==> config.mk <==
export PLATFORM = sky130hd
export DESIGN_NAME = heap_sort_engine
export DESIGN_NICKNAME = d
export VERILOG_FILES = /design/src/design/hse_pkg.sv /design/src/design/hse_ram.sv /design/src/design/heap_sort_engine.sv
export SDC_FILE = /design/constraint.sdc
export NUM_CORES = 2
export LEC_CHECK = 0
export BUFFER_PORTS_ARGS = -buffer_cell sky130_fd_sc_hd__clkbuf_2
export CAP_MARGIN = 20
export CORE_ASPECT_RATIO = 1.2
export CORE_MARGIN = 8
export CORE_UTILIZATION = 30
export CTS_BUF_LIST = sky130_fd_sc_hd__clkbuf_8
export CTS_CLUSTER_SIZE = 28
export DETAILED_ROUTE_END_ITERATION = 10
export GPL_TIMING_DRIVEN = 0
export SLEW_MARGIN = 20
export SYNTH_ARGS = -nofsm -noshare
export SYNTH_HDL_FRONTEND = slang
export SYNTH_SLANG_ARGS = --single-unit
==> constraint.sdc <==
create_clock -name clk -period 5.45 [get_ports clk]
set_clock_uncertainty 0.2 [all_clocks]
set_input_delay 0.2725 -clock clk [delete_from_list [all_inputs] [get_ports clk]]
set_output_delay 0.2725 -clock clk [all_outputs]
set_load 0.01 [all_outputs]
==> src/design/hse_pkg.sv <==
`default_nettype none

package hse_pkg;

    localparam int unsigned DATA_W = 32;

    typedef enum logic [3:0] {
        ST_LOAD,
        ST_NEXT,
        ST_SWAP_ROOT,
        ST_SWAP_TAIL,
        ST_HELD,
        ST_CHILD,
        ST_LEFT,
        ST_RIGHT,
        ST_CMP,
        ST_EMIT_RD,
        ST_EMIT_OUT,
        ST_EMIT_WAIT
    } state_t;

endpackage

`default_nettype wire

==> src/design/hse_ram.sv <==
`default_nettype none

module hse_ram #(
    parameter int unsigned WIDTH = 32,
    parameter int unsigned DEPTH = 64
) (
    input  wire logic                     clk,
    input  wire logic                     wr_en,
    input  wire logic [$clog2(DEPTH)-1:0] wr_addr,
    input  wire logic [WIDTH-1:0]         wr_data,
    input  wire logic [$clog2(DEPTH)-1:0] rd_addr,
    output logic      [WIDTH-1:0]         rd_data
);

    logic [WIDTH-1:0] mem [DEPTH];

    always_ff @(posedge clk)
    begin
        if (wr_en)
        begin
            mem[wr_addr] <= wr_data;
        end
        rd_data <= mem[rd_addr];
    end

endmodule

`default_nettype wire

==> src/design/heap_sort_engine.sv <==
`default_nettype none

// Heapsort engine. Values are loaded one item per cycle until the item marked
// last; values beyond MAX_ITEMS are dropped, but the last mark still ends the
// load. The block then builds a max-heap and sorts in place, and emits every
// held value in ascending order with last_res on the final one. in_stall is
// high from the end of the load until the final sorted item has been taken.
// All work goes through one heap RAM with a single read port, so each sift
// level runs the child test, the left read, the right read when a right
// child exists, and the compare and write, in both the build and the
// extraction phases; emission reads each item, registers it on value_res and
// holds it until it is taken before it moves on to the next.
module heap_sort_engine #(
    parameter int unsigned MAX_ITEMS = 64
) (
    input  wire logic               clk,
    input  wire logic               rst_n,
    input  wire logic               in_valid,
    output logic                    in_stall,
    input  wire logic signed [31:0] value,
    input  wire logic               last,
    output logic                    out_valid,
    input  wire logic               out_stall,
    output logic signed [31:0]      value_res,
    output logic                    last_res
);

    localparam int unsigned AW = $clog2(MAX_ITEMS);
    localparam int unsigned CW = $clog2(MAX_ITEMS + 1);
    localparam int unsigned KW = AW + 2;
    localparam int unsigned DW = hse_pkg::DATA_W;
    localparam logic [CW-1:0] ONE_C = CW'(1);
    localparam logic [CW-1:0] MAX_C = CW'(MAX_ITEMS);

    hse_pkg::state_t state_reg, state_next;

    logic [CW-1:0] count_reg, count_next;
    logic [CW-1:0] n_reg, n_next;
    logic [CW-1:0] k_reg, k_next;
    logic [CW-1:0] hn_reg, hn_next;
    logic          sort_phase_reg, sort_phase_next;
    logic [AW-1:0] pos_reg, pos_next;
    logic [AW-1:0] big_idx_reg, big_idx_next;
    logic [AW-1:0] idx_reg, idx_next;
    logic signed [DW-1:0] held_reg, held_next;
    logic signed [DW-1:0] big_reg, big_next;
    logic [DW-1:0]        root_reg, root_next;
    logic                 out_valid_reg, out_valid_next;
    logic signed [DW-1:0] value_res_reg, value_res_next;
    logic                 last_res_reg, last_res_next;

    logic          ram_we;
    logic [AW-1:0] ram_waddr;
    logic [DW-1:0] ram_wdata;
    logic [AW-1:0] ram_raddr;
    logic [DW-1:0] ram_rdata;

    logic [KW-1:0] kid;
    logic [KW-1:0] kid_p1;
    logic [KW-1:0] hn_ext;
    logic [CW-1:0] k_m1;
    logic [CW-1:0] cnt_inc;
    logic          in_acc;

    hse_ram #(
        .WIDTH(DW),
        .DEPTH(MAX_ITEMS)
    ) u_heap_ram (
        .clk    (clk),
        .wr_en  (ram_we),
        .wr_addr(ram_waddr),
        .wr_data(ram_wdata),
        .rd_addr(ram_raddr),
        .rd_data(ram_rdata)
    );

    assign kid     = KW'({pos_reg, 1'b1});
    assign kid_p1  = kid + KW'(1);
    assign hn_ext  = KW'(hn_reg);
    assign k_m1    = k_reg - ONE_C;
    assign cnt_inc = count_reg + ONE_C;
    assign in_acc  = in_valid && !in_stall;

    assign in_stall  = (state_reg != hse_pkg::ST_LOAD);
    assign out_valid = out_valid_reg;
    assign value_res = value_res_reg;
    assign last_res  = last_res_reg;

    always_ff @(posedge clk or negedge rst_n)
    begin
        if (!rst_n)
        begin
            state_reg      <= hse_pkg::ST_LOAD;
            count_reg      <= '0;
            sort_phase_reg <= 1'b0;
            out_valid_reg  <= 1'b0;
        end
        else
        begin
            state_reg      <= state_next;
            count_reg      <= count_next;
            sort_phase_reg <= sort_phase_next;
            out_valid_reg  <= out_valid_next;
        end
    end

    always_ff @(posedge clk)
    begin
        n_reg         <= n_next;
        k_reg         <= k_next;
        hn_reg        <= hn_next;
        pos_reg       <= pos_next;
        big_idx_reg   <= big_idx_next;
        idx_reg       <= idx_next;
        held_reg      <= held_next;
        big_reg       <= big_next;
        root_reg      <= root_next;
        value_res_reg <= value_res_next;
        last_res_reg  <= last_res_next;
    end

    always_comb
    begin
        state_next      = state_reg;
        count_next      = count_reg;
        n_next          = n_reg;
        k_next          = k_reg;
        hn_next         = hn_reg;
        sort_phase_next = sort_phase_reg;
        pos_next        = pos_reg;
        big_idx_next    = big_idx_reg;
        idx_next        = idx_reg;
        held_next       = held_reg;
        big_next        = big_reg;
        root_next       = root_reg;
        out_valid_next  = out_valid_reg;
        value_res_next  = value_res_reg;
        last_res_next   = last_res_reg;
        ram_we          = 1'b0;
        ram_waddr       = pos_reg;
        ram_wdata       = held_reg;
        ram_raddr       = kid[AW-1:0];

        unique case (state_reg)
            hse_pkg::ST_LOAD:
            begin
                if (in_acc)
                begin
                    if (count_reg < MAX_C)
                    begin
                        ram_we     = 1'b1;
                        ram_waddr  = count_reg[AW-1:0];
                        ram_wdata  = value;
                        count_next = cnt_inc;
                    end
                    if (last)
                    begin
                        n_next          = (count_reg < MAX_C) ? cnt_inc : count_reg;
                        k_next          = n_next >> 1;
                        sort_phase_next = 1'b0;
                        state_next      = hse_pkg::ST_NEXT;
                    end
                end
            end

            hse_pkg::ST_NEXT:
            begin
                if (!sort_phase_reg)
                begin
                    if (k_reg != '0)
                    begin
                        ram_raddr  = k_m1[AW-1:0];
                        pos_next   = k_m1[AW-1:0];
                        hn_next    = n_reg;
                        k_next     = k_m1;
                        state_next = hse_pkg::ST_HELD;
                    end
                    else
                    begin
                        sort_phase_next = 1'b1;
                        k_next          = n_reg;
                    end
                end
                else if (k_reg > ONE_C)
                begin
                    ram_raddr  = '0;
                    state_next = hse_pkg::ST_SWAP_ROOT;
                end
                else
                begin
                    idx_next   = '0;
                    state_next = hse_pkg::ST_EMIT_RD;
                end
            end

            hse_pkg::ST_SWAP_ROOT:
            begin
                root_next  = ram_rdata;
                ram_raddr  = k_m1[AW-1:0];
                state_next = hse_pkg::ST_SWAP_TAIL;
            end

            hse_pkg::ST_SWAP_TAIL:
            begin
                held_next  = $signed(ram_rdata);
                ram_we     = 1'b1;
                ram_waddr  = k_m1[AW-1:0];
                ram_wdata  = root_reg;
                pos_next   = '0;
                hn_next    = k_m1;
                k_next     = k_m1;
                state_next = hse_pkg::ST_CHILD;
            end

            hse_pkg::ST_HELD:
            begin
                held_next  = $signed(ram_rdata);
                state_next = hse_pkg::ST_CHILD;
            end

            hse_pkg::ST_CHILD:
            begin
                if (kid >= hn_ext)
                begin
                    ram_we     = 1'b1;
                    state_next = hse_pkg::ST_NEXT;
                end
                else
                begin
                    ram_raddr  = kid[AW-1:0];
                    state_next = hse_pkg::ST_LEFT;
                end
            end

            hse_pkg::ST_LEFT:
            begin
                big_next     = $signed(ram_rdata);
                big_idx_next = kid[AW-1:0];
                if (kid_p1 < hn_ext)
                begin
                    ram_raddr  = kid_p1[AW-1:0];
                    state_next = hse_pkg::ST_RIGHT;
                end
                else
                begin
                    state_next = hse_pkg::ST_CMP;
                end
            end

            hse_pkg::ST_RIGHT:
            begin
                if ($signed(ram_rdata) > big_reg)
                begin
                    big_next     = $signed(ram_rdata);
                    big_idx_next = kid_p1[AW-1:0];
                end
                state_next = hse_pkg::ST_CMP;
            end

            hse_pkg::ST_CMP:
            begin
                ram_we = 1'b1;
                if (big_reg > held_reg)
                begin
                    ram_wdata  = big_reg;
                    pos_next   = big_idx_reg;
                    state_next = hse_pkg::ST_CHILD;
                end
                else
                begin
                    state_next = hse_pkg::ST_NEXT;
                end
            end

            hse_pkg::ST_EMIT_RD:
            begin
                ram_raddr  = idx_reg;
                state_next = hse_pkg::ST_EMIT_OUT;
            end

            hse_pkg::ST_EMIT_OUT:
            begin
                value_res_next = $signed(ram_rdata);
                last_res_next  = ((CW'(idx_reg) + ONE_C) == n_reg);
                out_valid_next = 1'b1;
                state_next     = hse_pkg::ST_EMIT_WAIT;
            end

            hse_pkg::ST_EMIT_WAIT:
            begin
                if (!out_stall)
                begin
                    out_valid_next = 1'b0;
                    if (last_res_reg)
                    begin
                        count_next = '0;
                        state_next = hse_pkg::ST_LOAD;
                    end
                    else
                    begin
                        idx_next   = idx_reg + AW'(1);
                        state_next = hse_pkg::ST_EMIT_RD;
                    end
                end
            end

            default:
            begin
                state_next = hse_pkg::ST_LOAD;
            end
        endcase
    end

endmodule

`default_nettype wire
==> impl_metrics.toml <==
[timing]
final_hold_viol_count = 0
worst_pin_slew_ps = 947
setup_viol_count_final = 2
relSlewSlack_pct = 36.7
layout_setup_ws_ps = -36.0
post-route-period-util_pct = 101
drv_slew = 0
clock.fmax_mhz = 182
period_minus_slack_ps = 5490
setup_tns_ps = -62.9

[clock_network]
clock_path_buffers = 4
numCtsBuffers = 347
clock-sinks = 2261
clk_pin_slew_ps = 70
htree_levels = 5
cts_root_buffer = "clkbuf_8"
insertion_delay_ps = 980
cts_tree = "done"

[drt]
drc = 0
post_drt_wl_per_cell_um = 25.0
vias = 52400
drtIter0Drc = 5625
postRouteAntennaNets = 0
wirelength_mm = 259
dr.pass1.iters = 9
avgViaCountPerCell = 5.06

[worst_setup_path]
crit_fanout = 10
criticalPathCategory = "reg2reg"
arrival_ps = 6080
start_kind = "flop"
crit_required_ps = 6040
cp-end-kind = "flop"

[global_routing]
gr-usage-met2_pct = 26.3
antenna_found_initial = 7
gr-usage-met3_pct = 2.52
met1_usage_pct = 19.3
grt_max_degree = 65
track_usage_pct = 15.7
top_usage_layer = "met2"
grt_pass1_wl_mm = 370
overflow = 0
grt_pass1_vias = 53000

[outcome]
outcome = "complete, but fails checks"
violations = "negative setup slack"

[place]
io_buffers = 71
globalplace.congestion = 0.889
dpl.hpwl_mm = 179

[yosys]
synth_top_area_share_pct = 74.3
yosysSeqAreaShare_pct = 75.4
yosys_warnings = 0
ys.flop_type = "edfxtp_1"
yosysTopAreaCell = "edfxtp_1"
synth_cell_types = 78
synth_nets = 5599
synthTopCellsByArea = "edfxtp_1 (74%), mux4_2 (6.3%), nand2_1 (4.2%)"
async_flop_share_pct = 0.575
netlist_area_um2 = 89600
syn_inst = 5481
ys_ff_latch = 2261
synth-edff-count = 2216
syn_area_per_cell_um2 = 16.3

[floorplan]
io_pins = 72
core_um2 = 298000
row_count = 220
initial_utilization_pct = 30.0
die_h_um = 615
die_w_um = 515
die_area_um2 = 316000

[hold_path]
hp-class = "in2reg"

[layout]
nNetsFinal = 6220
syn_to_final_growth_pct = 19.3
largest_reg_flops = 2048
final_cell_mix = "edfxtp_1 (2216), nand2_1 (992), clkbuf_8 (367), mux4_2 (251), inv_1 (189)"
drive_gt1_share_pct = 22.1
regMostFlops = "u_heap_ram.mem"
final_common_cell = "edfxtp_1"
fill_cells = 27800

[job]
maxCapViolCount = 0
[final cells by class]
| type | instances | area, um^2 | share of cell area, % |
|---|---|---|---|
| antenna | 5 | 12.5 | 0.0117 |
| buffer | 315 | 1760 | 1.65 |
| clock inverter | 237 | 1280 | 1.20 |
| sequential | 2261 | 67500 | 63.2 |
| inverter | 85 | 319 | 0.299 |
| multi-input combinational | 2812 | 22100 | 20.7 |
| timing repair buffer | 280 | 3810 | 3.57 |
| tap | 3996 | 5000 | 4.68 |
| clock buffer | 367 | 5050 | 4.73 |
[critical path, cell delays in order, from the launching register on]
cell      delay, ps
edfxtp_1        390
ha_2            260
nand3_2         150
xnor2_1         220
ha_1            270
a21o_1          190
a221oi_4        350
nand2_2         150
o211ai_2        240
o311a_4         320
buf_6           220
buf_8           220
buf_6           220
buf_6           270
mux2i_1         120
a32oi_1         250
a31oi_1         260
nor3_4          500
nor4b_2         450
[cell usage after synthesis (6+ instances only)]
| master | number |
|---|---|
| nor4b_2 | 31 |
| xnor2_1 | 14 |
| nand4_1 | 17 |
| clkbuf_1 | 163 |
| nand3_1 | 151 |
| o21a_1 | 12 |
| inv_1 | 84 |
| dfrtp_1 | 13 |
| a211oi_1 | 65 |
| nor2_1 | 223 |
| o31ai_1 | 7 |
| xor2_1 | 14 |
| and3_1 | 130 |
| ha_1 | 81 |
| a32oi_1 | 66 |
| nor2b_1 | 11 |
| and2_1 | 10 |
| buf_6 | 6 |
| edfxtp_1 | 2216 |
| mux4_2 | 251 |
| nand2b_1 | 8 |
| a221o_1 | 37 |
| a21o_1 | 28 |
| buf_1 | 13 |
| mux2i_1 | 81 |
| a311oi_1 | 62 |
| or3_1 | 6 |
| a21oi_1 | 60 |
| o22ai_1 | 95 |
| nand2_1 | 1001 |
| o21ai_0 | 68 |
| or4_1 | 36 |
| nor3_1 | 44 |
| buf_2 | 94 |
| buf_4 | 44 |
| dfxtp_1 | 32 |
| a31oi_1 | 130 |
[metrics by stage]
step / instance area, um^2 / worst slack, ps / instances / util (%) / hold WS, ps
2_1_floorplan: 89600 / 699 / 5481 / - / -223
3_3_place_gp: 94900 / -2500 / 9548 / 31.8 / -3.15
3_5_place_dp: 98300 / -2120 / 9654 / 33.0 / 9.00
4_1_cts: 107000 / -71.0 / 10300 / 35.8 / 5.01
5_1_grt: 107000 / -48.0 / 10400 / 35.8 / 55.9
6_report: 107000 / -36.0 / 10400 / 35.9 / 59.8
[final timing paths]
check                                       startpoint                      to  slack, ps  cells after the start
worst max-delay path                        pos_reg[1]  u_heap_ram.rd_data[26]        -40                     18
worst min-delay path                          value[4]   u_heap_ram.mem[17][4]         60                      4
worst max register to register              pos_reg[1]  u_heap_ram.rd_data[26]        -40                     18
worst min register to register  u_heap_ram.rd_data[27]           value_res[27]        300                      0
max in group asynchronous                        rst_n            state_reg[2]       4330                      3
min in group asynchronous                        rst_n            count_reg[4]        270                      3
[metal layers]
| metal | up-vias | routed length (um) |
|---|---|---|
| li1 | 22700 | - |
| met1 | 26900 | 98200 |
| met2 | 2305 | 125000 |
| met3 | 507 | 18100 |
| met4 | 4 | 17600 |
| met5 | - | 27 |
[kinds of logic (layout without fill, tap and decap cells)]
group / count (synthesis) / after routing / synth area share (%)
compound gates: 675 / 675 / 5.35
simple gates: 1693 / 1693 / 8.55
mux: 335 / 335 / 7.25
buf+inv: 408 / 1284 / 2.09
flops: 2261 / 2261 / 75.4
fa+ha+maj: 81 / 81 / 1.13
other cells: 0 / 5 / 0
xor+xnor: 28 / 28 / 0.274
[timing repair]
item	in CTS	in global routing
pin swaps	51	12
endpoints found under the hold margin	133	0
resized for setup	226	64
hold buffers	16	0
cloned	0	0
buffers inserted	77	10
setup endpoints to repair	1463	1132
Power is not shown: default switching activity piles up to over one toggle a cycle in this logic, so the estimate is an artifact.
